File: src/utc_to_local_time_eu_dst_core_defines.svh
// assertion macros for the utc to local time core
`ifndef UTC_TO_LOCAL_TIME_EU_DST_CORE_DEFINES_SVH
`define UTC_TO_LOCAL_TIME_EU_DST_CORE_DEFINES_SVH

// checked after reset has been released
`define UTCL_ASSERT(name, prop, msg) \
  name: assert property (@(posedge clk) disable iff (rst) prop) else $error(msg);

// checked also while reset is held
`define UTCL_ASSERT_ALWAYS(name, prop, msg) \
  name: assert property (@(posedge clk) prop) else $error(msg);

`endif

File: src/utcl_pkg.sv
// shared types and calendar functions for the utc to local time core
package utcl_pkg;

  localparam int unsigned HoursPerDay = 24;
  localparam int unsigned SundayCode = 6;

  typedef enum logic {
    REG_UTC_OFFSET = 1'b0,
    REG_DST_ENABLE = 1'b1
  } cfg_reg_t;

  typedef struct packed {
    logic [4:0]  day;
    logic [3:0]  month;
    logic [11:0] year;
    logic [2:0]  weekday;
  } date_t;

  typedef struct packed {
    logic [5:0] second;
    logic [5:0] minute;
    logic [4:0] hour;
    date_t      date;
  } stamp_t;

  typedef struct packed {
    stamp_t stamp;
    logic   dst_applied;
  } result_t;

  function automatic logic leap_year(logic [11:0] y);
    logic [9:0]  k;
    logic [15:0] prod;
    logic [5:0]  q;
    logic [10:0] q25;
    logic [9:0]  rem;
    logic        century;
    k = y[11:2];
    // k / 25 through a reciprocal, exact for every 10 bit k
    prod = 16'(k) * 16'd41;
    q = prod[15:10];
    q25 = 11'(q) * 11'd25;
    rem = k - q25[9:0];
    century = (rem == 10'd0);
    return (y[1:0] == 2'd0) && (!century || (q[1:0] == 2'd0));
  endfunction

  function automatic logic [4:0] days_in_month(logic [3:0] m, logic [11:0] y);
    logic [4:0] len;
    len = 5'd31;
    if (m == 4'd2) begin
      len = leap_year(y) ? 5'd29 : 5'd28;
    end else if (m inside {4'd4, 4'd6, 4'd9, 4'd11}) begin
      len = 5'd30;
    end
    return len;
  endfunction

  function automatic date_t move_day(date_t d, logic fwd, logic bwd);
    date_t r;
    r = d;
    if (fwd) begin
      r.weekday = (d.weekday == 3'(SundayCode)) ? 3'd0 : d.weekday + 3'd1;
      if (d.day >= days_in_month(d.month, d.year)) begin
        r.day = 5'd1;
        if (d.month >= 4'd12) begin
          r.month = 4'd1;
          r.year = d.year + 12'd1;
        end else begin
          r.month = d.month + 4'd1;
        end
      end else begin
        r.day = d.day + 5'd1;
      end
    end else if (bwd) begin
      r.weekday = (d.weekday == 3'd0) ? 3'(SundayCode) : d.weekday - 3'd1;
      if (d.day <= 5'd1) begin
        if (d.month <= 4'd1) begin
          r.month = 4'd12;
          r.year = d.year - 12'd1;
        end else begin
          r.month = d.month - 4'd1;
        end
        r.day = days_in_month(r.month, r.year);
      end else begin
        r.day = d.day - 5'd1;
      end
    end
    return r;
  endfunction

endpackage

File: src/utcl_offset_stage.sv
// input clamping, hour offset and first day carry
module utcl_offset_stage (
  input  utcl_pkg::stamp_t  utc,
  input  logic signed [4:0] utc_offset_hours,
  output utcl_pkg::stamp_t  shifted
);
  import utcl_pkg::*;

  date_t             clamped;
  logic [4:0]        len;
  logic signed [6:0] hour_sum;
  logic signed [6:0] hour_wrap;
  logic              fwd;
  logic              bwd;

  always_comb begin
    clamped = utc.date;
    if (utc.date.month < 4'd1) begin
      clamped.month = 4'd1;
    end else if (utc.date.month > 4'd12) begin
      clamped.month = 4'd12;
    end
    len = days_in_month(clamped.month, clamped.year);
    if (utc.date.day < 5'd1) begin
      clamped.day = 5'd1;
    end else if (utc.date.day > len) begin
      clamped.day = len;
    end
    if (utc.date.weekday == 3'd7) begin
      clamped.weekday = 3'd0;
    end

    hour_sum = signed'({2'b00, utc.hour}) + 7'(utc_offset_hours);
    fwd = (hour_sum >= 7'sd24);
    bwd = (hour_sum < 7'sd0);
    hour_wrap = hour_sum;
    if (fwd) begin
      hour_wrap = hour_sum - 7'(HoursPerDay);
    end else if (bwd) begin
      hour_wrap = hour_sum + 7'(HoursPerDay);
    end

    shifted.second = utc.second;
    shifted.minute = utc.minute;
    shifted.hour = hour_wrap[4:0];
    shifted.date = move_day(clamped, fwd, bwd);
  end

endmodule

File: src/utcl_dst_stage.sv
// eu summer time test and second day carry
module utcl_dst_stage (
  input  utcl_pkg::stamp_t  shifted,
  input  logic              dst_enable,
  output utcl_pkg::result_t result
);
  import utcl_pkg::*;

  logic       past_switch;
  logic       summer;
  logic       applied;
  logic       fwd;
  logic [5:0] switch_day;

  always_comb begin
    // on a late sunday the switch happens at the hour, otherwise it is a date test
    switch_day = 6'd25 + 6'(shifted.date.weekday);
    if (shifted.date.weekday == 3'(SundayCode) && shifted.date.day >= 5'd25) begin
      past_switch = (shifted.hour > 5'd2);
    end else begin
      past_switch = (6'(shifted.date.day) > switch_day);
    end

    case (shifted.date.month)
      4'd4, 4'd5, 4'd6, 4'd7, 4'd8, 4'd9: summer = 1'b1;
      4'd3:    summer = past_switch;
      4'd10:   summer = !past_switch;
      default: summer = 1'b0;
    endcase

    applied = dst_enable && summer;
    fwd = applied && (shifted.hour == 5'(HoursPerDay - 1));

    result.stamp = shifted;
    result.dst_applied = applied;
    if (applied) begin
      result.stamp.hour = fwd ? 5'd0 : shifted.hour + 5'd1;
    end
    result.stamp.date = move_day(shifted.date, fwd, 1'b0);
  end

endmodule

File: src/utc_to_local_time_eu_dst_core.sv
// top level of the utc to local time converter with eu summer time
//
// Input stream s_*: one utc calendar time per beat. Output stream m_*: one local
// time per input beat, in the same order.
// Config: cfg_we writes cfg_data into register cfg_index (0 utc offset, signed
// 5 bit; 1 summer time enable). Write only while no beat is in flight.
// Throughput: one beat per cycle while m_tready is high. A beat passes the first
// register, which holds the offset and first day carry, then the output register,
// which holds the summer time step and second carry.
// Reset: both pipeline registers empty, offset 0, summer time off.
// Stall: while m_tready is low a valid output holds; the first register
// still takes a beat if it is empty, then s_tready drops until the output drains.
module utc_to_local_time_eu_dst_core (
  input  logic        clk,
  input  logic        rst,
  input  logic        s_tvalid,
  output logic        s_tready,
  // second, minute, hour, day, month, year, weekday, zero fill
  input  logic [47:0] s_tdata,
  output logic        m_tvalid,
  input  logic        m_tready,
  // second, minute, hour, day, month, year, weekday, dst_applied, zero fill
  output logic [47:0] m_tdata,
  input  logic        cfg_we,
  input  logic        cfg_index,
  input  logic [4:0]  cfg_data
);
  import utcl_pkg::*;

  logic signed [4:0] utc_offset_hours;
  logic              dst_enable;

  stamp_t  utc_in;
  stamp_t  shifted_next;
  stamp_t  shifted;
  logic    shifted_valid;
  result_t result_next;
  result_t result;
  logic    out_ready;

  assign utc_in.second = s_tdata[5:0];
  assign utc_in.minute = s_tdata[11:6];
  assign utc_in.hour = s_tdata[16:12];
  assign utc_in.date.day = s_tdata[21:17];
  assign utc_in.date.month = s_tdata[25:22];
  assign utc_in.date.year = s_tdata[37:26];
  assign utc_in.date.weekday = s_tdata[40:38];

  assign out_ready = !m_tvalid || m_tready;
  assign s_tready = !shifted_valid || out_ready;

  always_ff @(posedge clk) begin
    if (rst) begin
      utc_offset_hours <= 5'sd0;
      dst_enable <= 1'b0;
    end else if (cfg_we) begin
      case (cfg_reg_t'(cfg_index))
        REG_UTC_OFFSET: utc_offset_hours <= signed'(cfg_data);
        REG_DST_ENABLE: dst_enable <= cfg_data[0];
        default: ;
      endcase
    end
  end

  utcl_offset_stage u_offset (
    .utc              (utc_in),
    .utc_offset_hours (utc_offset_hours),
    .shifted          (shifted_next)
  );

  utcl_dst_stage u_dst (
    .shifted    (shifted),
    .dst_enable (dst_enable),
    .result     (result_next)
  );

  always_ff @(posedge clk) begin
    if (rst) begin
      shifted_valid <= 1'b0;
      m_tvalid <= 1'b0;
    end else begin
      if (out_ready) begin
        m_tvalid <= shifted_valid;
      end
      if (s_tready) begin
        shifted_valid <= s_tvalid;
      end
    end
  end

  always_ff @(posedge clk) begin
    if (s_tready && s_tvalid) begin
      shifted <= shifted_next;
    end
    if (out_ready && shifted_valid) begin
      result <= result_next;
    end
  end

  assign m_tdata = {6'd0, result.dst_applied, result.stamp.date.weekday,
                    result.stamp.date.year, result.stamp.date.month,
                    result.stamp.date.day, result.stamp.hour,
                    result.stamp.minute, result.stamp.second};

`include "utc_to_local_time_eu_dst_core_defines.svh"

  `UTCL_ASSERT(a_hour_range, m_tvalid |-> (m_tdata[16:12] < 5'd24), "local hour out of range")
  `UTCL_ASSERT(a_dst_needs_enable, (m_tvalid && m_tdata[41]) |-> dst_enable,
               "dst hour added while disabled")
  `UTCL_ASSERT(a_date_range,
               m_tvalid |-> (m_tdata[21:17] != 5'd0 && m_tdata[40:38] != 3'd7 &&
                             m_tdata[25:22] != 4'd0),
               "local date field out of range")
  `UTCL_ASSERT(a_stage_kept, (shifted_valid && !out_ready) |=> shifted_valid,
               "stalled item dropped from first register")
  `UTCL_ASSERT_ALWAYS(a_reset_empty, rst |=> (!m_tvalid && !shifted_valid),
                      "pipeline not empty after reset")

endmodule

File: config.mk
export PLATFORM = sky130hd
export DESIGN_NAME = utc_to_local_time_eu_dst_core
export DESIGN_NICKNAME = d
export VERILOG_FILES = /design/src/utcl_pkg.sv /design/src/utcl_offset_stage.sv /design/src/utcl_dst_stage.sv /design/src/utc_to_local_time_eu_dst_core.sv
export VERILOG_INCLUDE_DIRS = /design/src /design/src/src
export SDC_FILE = /design/constraint.sdc
export NUM_CORES = 1
export LEC_CHECK = 0
export BUFFER_PORTS_ARGS = -buffer_cell sky130_fd_sc_hd__buf_2
export CORE_MARGIN = 8
export CORE_UTILIZATION = 49
export CTS_CLUSTER_SIZE = 25
export DETAILED_ROUTE_END_ITERATION = 10
export GPL_TIMING_DRIVEN = 0
export PLACE_DENSITY = 0.68
export SLEW_MARGIN = 20
export SYNTH_ARGS = -nofsm -noshare
export SYNTH_HDL_FRONTEND = slang
export SYNTH_HIERARCHICAL = 1
export SYNTH_SLANG_ARGS = --single-unit
File: constraint.sdc
create_clock -name clk -period 26.3 [get_ports clk]
set_clock_uncertainty 0.1 [all_clocks]
set_input_delay 1.315 -clock clk [delete_from_list [all_inputs] [get_ports clk]]
set_output_delay 1.315 -clock clk [all_outputs]
set_load 0.005 [all_outputs]
# --- Word level (Yosys, flattened, before mapping) ---
# Cells that the tools add are included.
totals:
  regBits: 91
  elab_cells: 166
  out_inout_bits: 50
op_classes:
  addsub: 20
  n_eq_ne: 24
  mux: 46
  n_bitwise: 1
  multipliers: 6
  n_lt_le_gt_ge: 15
  reduce_logical: 35
ops:
  columns: ["cell", "n"]
  rows:
  - ["$mux 12", 6]
  - ["$mux 24", 3]
  - ["$mux 5", 14]
  - ["$mul 10x6->16 const B", 3]
  - ["$mux 16", 3]
  - ["$eq 4x3->1 const B", 8]
  - ["$eq 4x4->1 const B", 8]
  - ["$mux 4", 8]
  - ["$logic_not 10->1", 3]
  - ["$mul 6x5->10 const B", 3]
  - ["$sub 10x10->10", 3]
  - ["$add 12x1->12 const B", 2]
  - ["$eq 4x2->1 const B", 4]
  - ["$add 5x1->5 const B", 3]
  - ["$logic_not 2->1", 6]
  - ["$mux 3", 4]
  - ["$reduce_bool 4->1", 3]
  - ["$sub 12x1->12 const B", 1]
  - ["$ge 5x5->1", 2]
  - ["$eq 3x3->1 const B", 3]
  - ["$add 4x1->4 const B", 2]
  - ["$ge 4x4->1 const B", 2]
  - ["$logic_and 1x1->1", 8]
  - ["$add 6x5->7", 1]
  - ["27 further kinds", 44]

# --- Longest topological paths before layout ---
depth:
  ltp_word: 28
  ltp_mapped: 45

# --- Cells and area by module ---
# The synthesis kept the hierarchy.
by_module_without_submodules:
  columns: ["module", "n_inst", "cells_each", "area_each_um2"]
  rows:
  - ["utcl_offset_stage", 1, 682, 5168.7]
  - ["utc_to_local_time_eu_dst_core", 1, 126, 2911.5]
  - ["utcl_dst_stage", 1, 334, 2631.3]

# --- Worst setup path before layout ---
# No wires, ideal clock.
synth_timing:
  kind: "input to register"
  start: "input s_tdata[32]"
  end: "register shifted[12] (netlist name)"
  setup_slack_ps: 16050
  arrival_ps: 9877
  cell_stages: 43
  required_time_ps: 25927
  cell_sequence: "ha_1 -> inv_1 -> fa_1 -> inv_1 -> ha_1 -> ha_1 -> a21o_1 -> a2bb2oi_1 -> and3b_1 -> nor2b_1 -> o21a_1 -> o21a_1 -> o21a_1 -> nor2_1 -> xnor2_1 -> ha_1 -> fa_1 -> fa_1 -> [7 not listed] -> xnor2_1 -> a41o_1 -> a21oi_1 -> ha_1 -> a21oi_1 -> o21ai_0 -> a211oi_2 -> or2_2 -> inv_1 -> ha_1 -> nand2b_1 -> a21oi_1 -> nor2_1 -> nand3_1 -> nor3_1 -> nand3_1 -> mux2i_1 -> a21oi_1"
synth_rtl:
  columns: ["item", "line", "text"]
  rows:
  - ["start: declaration", "utc_to_local_time_eu_dst_core.sv:19", "input logic [47:0] s_tdata,"]

==> results_dict.tcl <==
set metrics [dict create \
    grt_pass1_vias 8009 \
    cts_root_buffer "clkbuf_16" \
    placed_cell_area_um2 11500 \
    synth_xor_area_share_pct 4.91 \
    final_cell_area_um2 11800 \
    worstHoldStart "shifted_valid" \
    fmax_mhz 86.3 \
    drive_gt1_share_pct 14.0 \
    cp-end-kind "register" \
    max_slew.worst_pin.slew_ps 821 \
    irDropWorstVdd_mv 0.108 \
    portBuffers 81 \
    std_cell_rows 54 \
    p_total_mw 1.45 \
    worstPathArrival_ps 11610 \
    crit_fanout 10 \
    reg2reg_to "m_tdata[24]" \
    power_density_nw_per_um2 122 \
    use_met1_pct 22.1 \
    syn2layout_area_growth_pct 10.6 \
    switching_power_mw 0.701 \
    slew_viol_final 0 \
    clkSlewWorstSetupHoldPaths_ps 70 \
    maxCapViolCount 0 \
    mostFrequentLayoutCells "ha_1, inv_1, buf_2, edfxtp_1, nor2_1" \
    async_flop_share_pct 0 \
    synth-seq-area-share_pct 24.8 \
    period_minus_slack_ps 11590 \
    grt_remaining_overflow 0 \
    pwr-share-clk_pct 9.2 \
    nFillCells 1979 \
    combPwrFrac_pct 78.3 \
    hold_violations 0 \
    fin_crit_sh_pct 44.1 \
    grt_use_met3_pct 2.26 \
    first_pass_iters 4 \
    clkLatencyLatePin_ps 340 \
    htree_levels 3 \
    dp_hpwl_um 19000 \
    nNetsFinal 1555 \
    rr_worst_depth 30 \
    vias 8264 \
    startpoint_type "input pin" \
    grt_max_degree 30 \
    top_usage_layer "met2" \
    synthSimpleGateAreaFrac_pct 13.0 \
    cp.required_ps 26320 \
    crit_path_frequent_cell "ha_1" \
    wirelength_um 22800 \
    cts_hold_buffers 0 \
    post_drt_wl_per_cell_um 14.9 \
    io_pins 109 \
    antenna_left 0 \
    cts_tree "built" \
    dp_cells 1510 \
    worstSetupPathType "in2reg" \
    grt_pass1_wl_um 37900 \
    power_frac_seq_pct 12.5 \
    rsz0062_at_grt "false" \
    rr_startpoint "shifted[7]" \
    diodes 0 \
    synth_edf_count 83 \
    synth-seq-cells 91 \
    synth_area_um2 10700 \
    synthMuxAreaShare_pct 1.46 \
    holdPathEnd "m_tvalid" \
    crit_slowest_cell "nor2_1" \
    track_usage_pct 17.2 \
    cts.path.max_buffers 2 \
    status "complete, no violations" \
    cts_resized 0 \
    final_common_cell "ha_1" \
    antenna_found_initial 0 \
    cts_made_buffers 9 \
    use_met2_pct 29.9 \
    core_um2 21600 \
    max_stage_delay_ps 570 \
    drc 0 \
    swShare_pct 48.4 \
    synth_top_family_by_area "adder cells" \
    avgSynthCellArea_um2 9.38 \
    start_util_pct 49.5 \
    synth_flop_cell "edfxtp_1" \
    whs_path_depth 2 \
    tns_ps 0 \
    internal-power_mw 0.747 \
    drt_iter0_drc 401 \
    finalNonFillerCells 1526 \
    relSlewSlack_pct 44.8 \
    synthesis.instances 1142 \
    hp-class "reg2reg" \
    dieArea_um2 26800 \
    cts_setup_buffers 0 \
    synth_adder_area_share_pct 32.4 \
    synth_compound_area_share_pct 14.4 \
    die_height_um 164 \
    setup_viol 0 \
    ys_types 83 \
    finish.utilization_pct 54.8 \
    cts_sinks 91 \
    gp_congestion 0.928 \
    yosysWarnings 6 \
    p_leak_nw 5.62 \
    vias_per_cell 5.42 \
    die_width_um 164 \
    rrSetupSlack_ps 17720 \
]
-- cell usage after synthesis (all sizes together), types with 10 or more instances --
| master | instances | area, µm² |
|---|---|---|
| o21ai | 54 | 293 |
| fa | 37 | 741 |
| buf | 34 | 254 |
| nand4 | 11 | 68.8 |
| mux2i | 10 | 100 |
| edfxtp | 83 | 2490 |
| ha | 218 | 2730 |
| a21o | 13 | 97.6 |
| inv | 161 | 604 |
| nand2b | 15 | 93.8 |
| nor2b | 12 | 75.1 |
| xor2 | 15 | 131 |
| xnor2 | 45 | 394 |
| nand3 | 26 | 148 |
| nand2 | 63 | 244 |
| nor2 | 66 | 255 |
| clkbuf | 29 | 109 |
| nor3 | 24 | 125 |
| a21oi | 61 | 305 |
-- worst max-delay path, delay by kind of cell --
family          cells  cell delay [ps]
xor+xnor            2              310
buf+inv             5              360
fa+ha+maj          10             3560
simple gates       12             2830
compound gates     16             3240
-- logic make-up (layout without fill, tap and decap cells) --
group	after synthesis	after routing
AND/OR/NAND/NOR	270	270
adder cells (fa/ha/maj)	255	255
AO/OA/AOI/OAI	226	226
buffers and inverters	224	323
flip-flops	91	91
XOR/XNOR	60	60
multiplexers	15	15
other	1	6
-- sequential cells by signal (all words and copies together), names as in the netlist --
| register | flops |
|---|---|
| dst_enable | 1 |
| m_tdata | 42 |
| m_tvalid | 1 |
| shifted | 41 |
| shifted_valid | 1 |
| utc_offset_hours | 5 |
-- stage by stage --
step	hold slack [ps]	setup WS, ps
finish	360	14710
global route	397	13930
CTS	361	14770
detailed placement	356	14470
global placement	342	14510
floorplan	334	16050
-- final cells by class --
class	count	area, µm²	share of cell area, %
clock inverters	7	87.6	0.739
inverters	161	604	5.10
clock buffers	9	225	1.90
flip-flops and latches	91	2650	22.4
plain buffers	63	363	3.06
repair buffers	83	453	3.82
multi-input cells	832	7110	60.0
well taps	280	350	2.96
-- power by group through the flow --
stage | logic, mW | clock network [mW] | registers, mW
final | 1.13 | 0.133 | 0.181
after detailed placement | 1.12 | 0 | 0.185
after global placement | 1.09 | 0 | 0.185
after floorplan | 0.898 | 0 | 0.182
after CTS | 1.13 | 0.136 | 0.181
after global routing | 1.30 | 0.142 | 0.183
-- metal layers --
| layer | part of all wire, % | wire (µm) |
|---|---|---|
| met4 | 1.9 | 433 |
| met3 | 5.3 | 1220 |
| met1 | 45 | 10200 |
| met2 | 48 | 10900 |
| met5 | 0 | 0 |
-- worst max path at each step --
stage	to	startpoint	slack (ps)
after floorplan	shifted[12]	s_tdata[32]	16050
after global placement	shifted[13]	s_tdata[32]	14510
after detailed placement	shifted[13]	s_tdata[32]	14470
after CTS	shifted[13]	s_tdata[32]	14770
after global routing	shifted[13]	s_tdata[32]	13930
final	shifted[13]	s_tdata[32]	14710
Power figures use the tool's default switching activity.
